`src/design/ccs_pkg.sv`:
```
// Shared types and constants for the calendar clock with stopwatch.
// No dependencies; imported by ccs_core and calendar_clock_with_stopwatch.
`default_nettype none

package ccs_pkg;

    // Input commands
    typedef enum logic [2:0] {
        MODE_TICK  = 3'd0,
        MODE_START = 3'd1,
        MODE_PAUSE = 3'd2,
        MODE_STOP  = 3'd3,
        MODE_SET   = 3'd4
    } mode_t;

    // Kinds of result record
    typedef enum logic [1:0] {
        KIND_CLOCK   = 2'd0,
        KIND_ELAPSED = 2'd1,
        KIND_START   = 2'd2,
        KIND_END     = 2'd3
    } kind_t;

    localparam int RESULT_DEPTH = 4;

    localparam logic [5:0]  MIN_MINUTES_RESET = 6'd1;
    localparam logic [6:0]  SECS_PER_MIN      = 7'd60;
    localparam logic [6:0]  MINS_PER_HOUR     = 7'd60;
    localparam logic [5:0]  HOURS_PER_DAY     = 6'd24;
    localparam logic [3:0]  MONTHS_LIMIT      = 4'd13;
    localparam logic [13:0] YEAR_MAX          = 14'd9999;
    localparam logic [11:0] DAYS_MAX          = 12'd4095;
    localparam logic [4:0]  LONG_MONTH        = 5'd31;

    localparam logic [4:0] MONTH_DAYS [12] = '{
        5'd31, 5'd28, 5'd31, 5'd30, 5'd31, 5'd30,
        5'd31, 5'd31, 5'd30, 5'd31, 5'd30, 5'd31
    };

    // One input item
    typedef struct packed {
        logic [2:0]  mode;
        logic [4:0]  hours;
        logic [5:0]  minutes;
        logic [5:0]  seconds;
        logic [13:0] year;
        logic [3:0]  month;
        logic [4:0]  day;
    } item_t;

    // One result record
    typedef struct packed {
        logic [1:0]  kind;
        logic [4:0]  hours;
        logic [5:0]  minutes;
        logic [5:0]  seconds;
        logic [13:0] year;
        logic [3:0]  month;
        logic [11:0] day;
        logic        kept;
        logic        tracking;
        logic        paused;
        logic        last;
    } rec_t;

endpackage

`default_nettype wire

```
`src/design/ccs_core.sv`:
```
// Clock, calendar and stopwatch state with the per-item update and result build.
// Depends on ccs_pkg.
`default_nettype none

module ccs_core (
    input  logic             clk,
    input  logic             rst_n,
    input  logic             take,
    input  ccs_pkg::item_t   item,
    input  logic             cfg_we,
    input  logic [5:0]       cfg_data,
    output ccs_pkg::rec_t    rec_first,
    output ccs_pkg::rec_t    rec_second,
    output logic             two_results
);
    import ccs_pkg::*;

    typedef struct packed {
        logic [4:0]  hours;
        logic [5:0]  minutes;
        logic [5:0]  seconds;
        logic [13:0] year;
        logic [3:0]  month;
        logic [4:0]  day;
    } stamp_t;

    typedef struct packed {
        logic [4:0]  hours;
        logic [5:0]  minutes;
        logic [5:0]  seconds;
        logic [11:0] days;
    } elapsed_t;

    localparam stamp_t CLOCK_RESET = '{
        hours: 5'd10, minutes: 6'd43, seconds: 6'd34,
        year: 14'd2023, month: 4'd11, day: 5'd17
    };

    stamp_t   clock_reg,   clock_next;
    stamp_t   start_reg,   start_next;
    elapsed_t elapsed_reg, elapsed_next;
    logic     running_reg, running_next;
    logic     paused_reg,  paused_next;
    logic [5:0] min_minutes_reg;

    function automatic logic [4:0] month_len(logic [3:0] mo);
        logic [4:0] len;
        len = LONG_MONTH;
        if (mo inside {[4'd1:4'd12]})
            len = MONTH_DAYS[mo - 4'd1];
        return len;
    endfunction

    // Advance the wall clock by one second, carrying through the calendar
    function automatic stamp_t clock_advance(stamp_t t);
        stamp_t     n;
        logic [6:0] s;
        logic [6:0] m;
        logic [5:0] h;
        logic [5:0] d;
        logic [3:0] mo;
        n  = t;
        s  = {1'b0, t.seconds} + 7'd1;
        m  = {1'b0, t.minutes} + 7'd1;
        h  = {1'b0, t.hours} + 6'd1;
        d  = {1'b0, t.day} + 6'd1;
        mo = t.month + 4'd1;
        if (s >= SECS_PER_MIN) begin
            n.seconds = '0;
            if (m >= MINS_PER_HOUR) begin
                n.minutes = '0;
                if (h >= HOURS_PER_DAY) begin
                    n.hours = '0;
                    if (d > {1'b0, month_len(t.month)}) begin
                        n.day = 5'd1;
                        if (mo == 4'd0 || mo >= MONTHS_LIMIT) begin
                            n.month = 4'd1;
                            if (t.year < YEAR_MAX)
                                n.year = t.year + 14'd1;
                        end
                        else begin
                            n.month = mo;
                        end
                    end
                    else begin
                        n.day = d[4:0];
                    end
                end
                else begin
                    n.hours = h[4:0];
                end
            end
            else begin
                n.minutes = m[5:0];
            end
        end
        else begin
            n.seconds = s[5:0];
        end
        return n;
    endfunction

    // Advance the session timer by one second; days saturate
    function automatic elapsed_t elapsed_advance(elapsed_t t);
        elapsed_t   n;
        logic [6:0] s;
        logic [6:0] m;
        logic [5:0] h;
        n = t;
        s = {1'b0, t.seconds} + 7'd1;
        m = {1'b0, t.minutes} + 7'd1;
        h = {1'b0, t.hours} + 6'd1;
        if (s >= SECS_PER_MIN) begin
            n.seconds = '0;
            if (m >= MINS_PER_HOUR) begin
                n.minutes = '0;
                if (h >= HOURS_PER_DAY) begin
                    n.hours = '0;
                    if (t.days < DAYS_MAX)
                        n.days = t.days + 12'd1;
                end
                else begin
                    n.hours = h[4:0];
                end
            end
            else begin
                n.minutes = m[5:0];
            end
        end
        else begin
            n.seconds = s[5:0];
        end
        return n;
    endfunction

    function automatic rec_t stamp_rec(kind_t kind, stamp_t t, logic kept, logic last,
                                       logic tracking, logic paused);
        rec_t r;
        r.kind     = kind;
        r.hours    = t.hours;
        r.minutes  = t.minutes;
        r.seconds  = t.seconds;
        r.year     = t.year;
        r.month    = t.month;
        r.day      = {7'd0, t.day};
        r.kept     = kept;
        r.tracking = tracking;
        r.paused   = paused;
        r.last     = last;
        return r;
    endfunction

    function automatic rec_t elapsed_rec(elapsed_t t, logic last, logic tracking,
                                         logic paused);
        rec_t r;
        r.kind     = KIND_ELAPSED;
        r.hours    = t.hours;
        r.minutes  = t.minutes;
        r.seconds  = t.seconds;
        r.year     = '0;
        r.month    = '0;
        r.day      = t.days;
        r.kept     = 1'b0;
        r.tracking = tracking;
        r.paused   = paused;
        r.last     = last;
        return r;
    endfunction

    stamp_t item_stamp;
    logic   kept;
    stamp_t end_stamp;

    assign item_stamp = '{
        hours: item.hours, minutes: item.minutes, seconds: item.seconds,
        year: item.year, month: item.month, day: item.day
    };
    assign kept      = elapsed_reg.minutes >= min_minutes_reg;
    assign end_stamp = kept ? clock_reg : '0;

    always_comb
    begin
        clock_next   = clock_reg;
        start_next   = start_reg;
        elapsed_next = elapsed_reg;
        running_next = running_reg;
        paused_next  = paused_reg;
        case (item.mode)
            MODE_TICK:
            begin
                clock_next = clock_advance(clock_reg);
                if (running_reg && !paused_reg)
                    elapsed_next = elapsed_advance(elapsed_reg);
            end
            MODE_START:
            begin
                if (!running_reg) begin
                    elapsed_next = '0;
                    start_next   = clock_reg;
                end
                running_next = 1'b1;
            end
            MODE_PAUSE:
            begin
                if (running_reg)
                    paused_next = !paused_reg;
            end
            MODE_STOP:
            begin
                if (!kept)
                    start_next = '0;
                running_next = 1'b0;
            end
            MODE_SET:
            begin
                clock_next = item_stamp;
            end
            default:
            begin
                clock_next = clock_reg;
            end
        endcase
    end

    // Build the records from the updated state
    always_comb
    begin
        two_results = 1'b0;
        rec_first   = stamp_rec(KIND_CLOCK, clock_next, 1'b0, 1'b0, running_next, paused_next);
        rec_second  = elapsed_rec(elapsed_next, 1'b1, running_next, paused_next);
        case (item.mode)
            MODE_TICK:
            begin
                two_results = 1'b1;
            end
            MODE_START:
            begin
                rec_first = stamp_rec(KIND_START, start_next, 1'b0, 1'b0,
                                      running_next, paused_next);
            end
            MODE_PAUSE:
            begin
                rec_first = elapsed_rec(elapsed_next, 1'b0, running_next, paused_next);
            end
            MODE_STOP:
            begin
                two_results = 1'b1;
                rec_first   = stamp_rec(KIND_START, start_next, kept, 1'b0,
                                        running_next, paused_next);
                rec_second  = stamp_rec(KIND_END, end_stamp, kept, 1'b1,
                                        running_next, paused_next);
            end
            default:
            begin
                two_results = 1'b0;
            end
        endcase
    end

    always_ff @(posedge clk or negedge rst_n)
    begin
        if (!rst_n) begin
            clock_reg   <= CLOCK_RESET;
            start_reg   <= '0;
            elapsed_reg <= '0;
            running_reg <= 1'b0;
            paused_reg  <= 1'b0;
        end
        else if (take) begin
            clock_reg   <= clock_next;
            start_reg   <= start_next;
            elapsed_reg <= elapsed_next;
            running_reg <= running_next;
            paused_reg  <= paused_next;
        end
    end

    always_ff @(posedge clk or negedge rst_n)
    begin
        if (!rst_n)
            min_minutes_reg <= MIN_MINUTES_RESET;
        else if (cfg_we)
            min_minutes_reg <= cfg_data;
    end

endmodule

`default_nettype wire

```
`src/design/calendar_clock_with_stopwatch.sv`:
```
// Calendar clock with session stopwatch: top level with the result queue.
// Depends on ccs_pkg and ccs_core.
// Records: both records of an item are written into the result queue when the item is
// taken, and they leave the queue in order through the single-record result port.
// Throughput: one item per cycle while item_stall is low; tick and stop make two records,
// so a stream of them is limited by the single-record result port.
// Reset: clock 2023-11-17 10:43:34, session idle, threshold 1 minute, queue empty.
`default_nettype none

module calendar_clock_with_stopwatch #(
    // Result queue entries; a power of two, at least 2
    parameter int QDEPTH = ccs_pkg::RESULT_DEPTH
) (
    input  logic        clk,
    input  logic        rst_n,

    // Input item channel
    input  logic        item_valid,
    output logic        item_stall,
    input  logic [2:0]  mode,
    input  logic [4:0]  set_hours,
    input  logic [5:0]  set_minutes,
    input  logic [5:0]  set_seconds,
    input  logic [13:0] set_year,
    input  logic [3:0]  set_month,
    input  logic [4:0]  set_day,

    // Result channel
    output logic        result_valid,
    input  logic        result_stall,
    output logic [1:0]  record_kind,
    output logic [4:0]  out_hours,
    output logic [5:0]  out_minutes,
    output logic [5:0]  out_seconds,
    output logic [13:0] out_year,
    output logic [3:0]  out_month,
    output logic [11:0] out_day,
    output logic        session_kept,
    output logic        tracking_on,
    output logic        paused_on,
    output logic        last,

    // Threshold register write channel
    input  logic        cfg_valid,
    output logic        cfg_ready,
    input  logic [5:0]  cfg_data
);
    import ccs_pkg::*;

    localparam int IW = $clog2(QDEPTH);
    localparam int CW = $clog2(QDEPTH + 1);

    item_t item;
    rec_t  rec_first;
    rec_t  rec_second;
    logic  two_results;
    logic  take;
    logic  pop;
    rec_t  head;

    // Result queue: each item pushes one or two records
    rec_t           queue [QDEPTH];
    logic [IW-1:0]  wr_ptr_reg, wr_ptr_next;
    logic [IW-1:0]  rd_ptr_reg, rd_ptr_next;
    logic [CW-1:0]  count_reg,  count_next;
    logic [1:0]     push_n;

    assign item = '{
        mode: mode, hours: set_hours, minutes: set_minutes, seconds: set_seconds,
        year: set_year, month: set_month, day: set_day
    };

    // Hold off new items unless room for two records remains
    assign item_stall   = count_reg > CW'(QDEPTH - 2);
    assign take         = item_valid && !item_stall;
    assign result_valid = count_reg != '0;
    assign pop          = result_valid && !result_stall;

    // User must keep the block idle whenever the register is written; it is not enforced
    assign cfg_ready = 1'b1;

    ccs_core u_core (
        .clk         (clk),
        .rst_n       (rst_n),
        .take        (take),
        .item        (item),
        .cfg_we      (cfg_valid),
        .cfg_data    (cfg_data),
        .rec_first   (rec_first),
        .rec_second  (rec_second),
        .two_results (two_results)
    );

    always_comb
    begin
        push_n = 2'd0;
        if (take)
            push_n = two_results ? 2'd2 : 2'd1;
        wr_ptr_next = wr_ptr_reg + IW'(push_n);
        rd_ptr_next = rd_ptr_reg + IW'(pop);
        count_next  = count_reg + CW'(push_n) - CW'(pop);
    end

    always_ff @(posedge clk or negedge rst_n)
    begin
        if (!rst_n) begin
            wr_ptr_reg <= '0;
            rd_ptr_reg <= '0;
            count_reg  <= '0;
        end
        else begin
            wr_ptr_reg <= wr_ptr_next;
            rd_ptr_reg <= rd_ptr_next;
            count_reg  <= count_next;
        end
    end

    // Queue payload needs no reset
    always_ff @(posedge clk)
    begin
        if (take) begin
            queue[wr_ptr_reg] <= rec_first;
            if (two_results)
                queue[wr_ptr_reg + IW'(1)] <= rec_second;
        end
    end

    // Drive the result port from the queue head; it holds while stalled
    assign head         = queue[rd_ptr_reg];
    assign record_kind  = head.kind;
    assign out_hours    = head.hours;
    assign out_minutes  = head.minutes;
    assign out_seconds  = head.seconds;
    assign out_year     = head.year;
    assign out_month    = head.month;
    assign out_day      = head.day;
    assign session_kept = head.kept;
    assign tracking_on  = head.tracking;
    assign paused_on    = head.paused;
    assign last         = head.last;

endmodule

`default_nettype wire
```
`config.mk`:
```
export PLATFORM = sky130hd
export DESIGN_NAME = calendar_clock_with_stopwatch
export DESIGN_NICKNAME = d
export VERILOG_FILES = /design/src/design/ccs_pkg.sv /design/src/design/ccs_core.sv /design/src/design/calendar_clock_with_stopwatch.sv
export SDC_FILE = /design/constraint.sdc
export NUM_CORES = 1
export LEC_CHECK = 0
export BUFFER_PORTS_ARGS = -buffer_cell sky130_fd_sc_hd__buf_2
export CORE_UTILIZATION = 46
export CTS_BUF_LIST = sky130_fd_sc_hd__clkbuf_8 sky130_fd_sc_hd__clkbuf_16
export DETAILED_ROUTE_END_ITERATION = 7
export PLACE_DENSITY = 0.74
export SLEW_MARGIN = 30
export SYNTH_ARGS = -nofsm -noshare
export SYNTH_HDL_FRONTEND = slang
export SYNTH_HIERARCHICAL = 1
export SYNTH_SLANG_ARGS = --single-unit
```
`constraint.sdc`:
```
create_clock -name clk -period 14.6 [get_ports clk]
set_input_delay 3.65 -clock clk [delete_from_list [all_inputs] [get_ports clk]]
set_output_delay 3.65 -clock clk [all_outputs]
set_load 0.02 [all_outputs]
```
==> impl_metrics.csv <==
group,metric,value,unit
cells_and_area,largest_reg_flops,212,
worst_setup_path,slowest_delay,700,ps
worst_setup_path,worstPathRequired,14750,ps
routing,finalWirelength,64.6,mm
min_path,hp-class,"flop to flop",
global_routing,grt_use_total,27.4,%
synthesis,synth_flop_cell,"edfxtp_1",
worst_setup_path,r2r_cells,14,
worst_setup_path,cp_max_fo,45,
cells_and_area,final_cell_count_no_fill,2547,
floorplan,dieArea,46700,um^2
sta,drv_slew,0,
synthesis,synth_edf_count,212,
worst_setup_path,rr_startpoint,"u_core/clock_reg[5]$_DFFE_PN1P_",
clocking,cts_post_setup_buffers_inserted,0,
synthesis,yosysTopAreaCell,"edfxtp_1",
placed_design,io_buffers,108,
global_routing,first_global_vias,16308,
sta,tightest_slew,1000,ps
worst_setup_path,path_buf_inv,4,
synthesis,seq_area_frac_synth,45.1,%
status,status,"finished clean",
floorplan,rows,78,
routing,drtIter0Drc,2114,
power,power.density,176,nW/um^2
worst_setup_path,cp-startpoint,"mode[0]",
placed_design,dp_worst_setup_slack,7030,ps
clocking,cts.clk_slew.worst_paths,60,ps
sta,fin_worst_skew,26.0,ps
cells_and_area,layout_common_cells,"edfxtp_1, mux2_2, nand2_1, nor2_1, a21oi_1",
routing,vias,17002,
clocking,clkLatencyLatePin,550,ps
clocking,numCtsBuffers,37,
min_path,hold_depth,1,
clocking,cts.root.buffer_cell,"clkbuf_16",
power,swShare,39.2,%
placed_design,dpl.cell_count,2481,
power,clkPwrFrac,22.5,%
worst_setup_path,cp_common_cell,"nand2_1",
cells_and_area,regArea,9510,um^2
cells_and_area,final_common_cell,"edfxtp_1",
floorplan,die_x,216,um
routing,viasPerCell,6.68,
sta,maxSlewHeadroom,32.5,%
clocking,postCtsHoldBufs,0,
clocking,postCtsResizedCells,0,
synthesis,ys_top_cells_by_area,"edfxtp_1, dfrtp_1, mux2_2, mux4_2, dfstp_2",
global_routing,antenna_found_initial,0,
worst_setup_path,crit_cells,9,
floorplan,initial_core_util,46.5,%
floorplan,fp.coreArea,45300,um^2
global_routing,overflow,0,
sta,tns,0,ps
worst_setup_path,critical_path.top_delay_family,"buffers and inverters",
power,power_switching,0.00158,W
sta,fin_ws,7460,ps
cells_and_area,antennaDiodeCount,0,
routing,dr.pass1.iters,6,
synthesis,syn_avg_cell_area,10.9,um^2
floorplan,ios,110,
worst_setup_path,crit_arrival,7290,ps
cells_and_area,fillers,3974,
run,cap_violations,0,
sta,finalSetupViolCount,0,
routing,drc,0,
floorplan,die_height,216,um
sta,finalCritPeriodShare,48.9,%
worst_setup_path,crit_path_top_delay_cell,"buf_4",
worst_setup_path,crit_path_cell_trace,"buf_2 -> nand2_1 -> inv_1 -> nand2_1 -> buf_4 -> nand2_1 -> nor2_1 -> nor3b_2 -> buf_4",
synthesis,synthArstFlopShare,36.9,%
sta,period_needed,7140,ps
synthesis,ys_seq_elements,336,
worst_setup_path,critical_path_class,"input port to flop",
clocking,cts_max_path_buffers,3,
global_routing,grt_max_degree,80,
cells_and_area,drive_above_1_share,26.7,%
global_routing,grt_pass1_wl,98.9,mm
synthesis,syn_inst,1927,
clocking,cts.sinks,336,
cells_and_area,area_delta_synth_final,9.00,%
synthesis,synth.distinct_cells,98,
sta,fmax,140,MHz
clocking,htreeDepth,2,
synthesis,synth_top_area_share,30.2,%
power,p_seq_share,38.8,%
cells_and_area,finalNetCount,2005,
sta,rsz0062_at_grt,"no",
placed_design,hpwlAfterDp,41.0,mm
power,combPwrFrac,38.6,%
sta,timing.hold.ws,517,ps
cells_and_area,final_core_util,50.7,%
synthesis,yosysWarnings,6,
power,ir_worst_vdd,0.0000985,V
worst_setup_path,critPathCapture,"queue[3][28]$_DFFE_PP_",
power,p_leak,8.57,nW
power,intPower,0.00246,W
worst_setup_path,timing.rr.end,"queue[0][33]$_DFFE_PP_",
placed_design,gp_congestion,0.928,
routing,ant_nets,0,
routing,wl_per_cell,25.3,um
worst_setup_path,worstSetupStartpointType,"input port",
sta,timing_hold_violations_final,0,
worst_setup_path,endpoint_kind,"flop",
synthesis,syn_area,21100,um^2
cells_and_area,multiInputGateArea,10600,um^2
worst_setup_path,r2r_slack,9090,ps
clocking,cts_tree,"built",
==> stage by stage <==
| step | power, W | instance area [um^2] |
|---|---|---|
| 6_report | 0.00404 | 23000 |
| 5_1_grt | 0.00423 | 23000 |
| 4_1_cts | 0.00403 | 23000 |
| 3_5_place_dp | 0.00311 | 21800 |
| 3_3_place_gp | 0.00305 | 21800 |
| 2_1_floorplan | 0.00265 | 21100 |
==> area by class of cell <==
class                      count  share of cell area (%)
multi-input combinational   1364                    46.1
sequential                   336                    41.4
clock buffer                  41                    4.37
timing repair buffer         143                    3.53
tap                          600                    3.27
clock inverter                25                   0.692
inverter                      38                   0.621
==> kinds of logic after synthesis <==
kind of cell	after synthesis	share of synthesized area [%]
other	3	0.0535
DFF	336	45.1
AOI/OAI and AO/OA	486	15.5
and+or+nand+nor	500	11.9
xor gates and xnor gates	20	0.897
adders and majority gates	31	1.88
buffers and inverters	228	4.93
muxes	323	19.8
==> Yosys cell counts, drive strengths merged (14+ instances only) <==
master    n
a21oi   117
a221oi   15
a22o     54
a31oi    27
and3     37
buf      62
clkbuf  128
dfrtp   101
dfstp    23
edfxtp  212
ha       30
inv      37
mux2    216
mux2i    54
mux4     53
nand2   143
nand3    46
nand4    24
nor2    128
nor3     43
nor4     14
o211ai   15
o21ai   105
o22ai    27
==> worst min path at each step <==
stage	from	to
floorplan	u_core/start_reg[34]$_DFFE_PN0P_	u_core/start_reg[34]$_DFFE_PN0P_
global placement	u_core/start_reg[34]$_DFFE_PN0P_	u_core/start_reg[34]$_DFFE_PN0P_
detailed placement	u_core/start_reg[34]$_DFFE_PN0P_	u_core/start_reg[34]$_DFFE_PN0P_
CTS	u_core/start_reg[34]$_DFFE_PN0P_	u_core/start_reg[34]$_DFFE_PN0P_
global route	u_core/start_reg[34]$_DFFE_PN0P_	u_core/start_reg[34]$_DFFE_PN0P_
finish	u_core/start_reg[34]$_DFFE_PN0P_	u_core/start_reg[34]$_DFFE_PN0P_
==> worst register-to-register path, delay by kind of cell (launching register included) <==
kind / cells / cell delay, ps
muxes: 1 / 300
AOI/OAI and AO/OA: 8 / 2570
and+or+nand+nor: 2 / 1090
adders and majority gates: 2 / 590
DFF: 1 / 670
buffers and inverters: 1 / 150
==> power groups by stage <==
stage	clock [W]	combinational, W	sequential, W
2_1_floorplan	0	0.00127	0.00138
3_3_place_gp	0	0.00149	0.00156
3_5_place_dp	0	0.00154	0.00158
4_1_cts	0.000920	0.00155	0.00156
5_1_grt	0.000956	0.00168	0.00160
6_report	0.000910	0.00156	0.00157
==> metal layers <==
| metal | global-route usage [%] | vias up | share of wire, % |
|---|---|---|---|
| met5 | 0 | - | 0 |
| met4 | 10.8 | 0 | 3.7 |
| met3 | 4.65 | 162 | 10 |
| met2 | 42.5 | 1056 | 46 |
| met1 | 38.1 | 8430 | 41 |
| li1 | - | 7354 | - |
(Power assumes the default switching activity.)
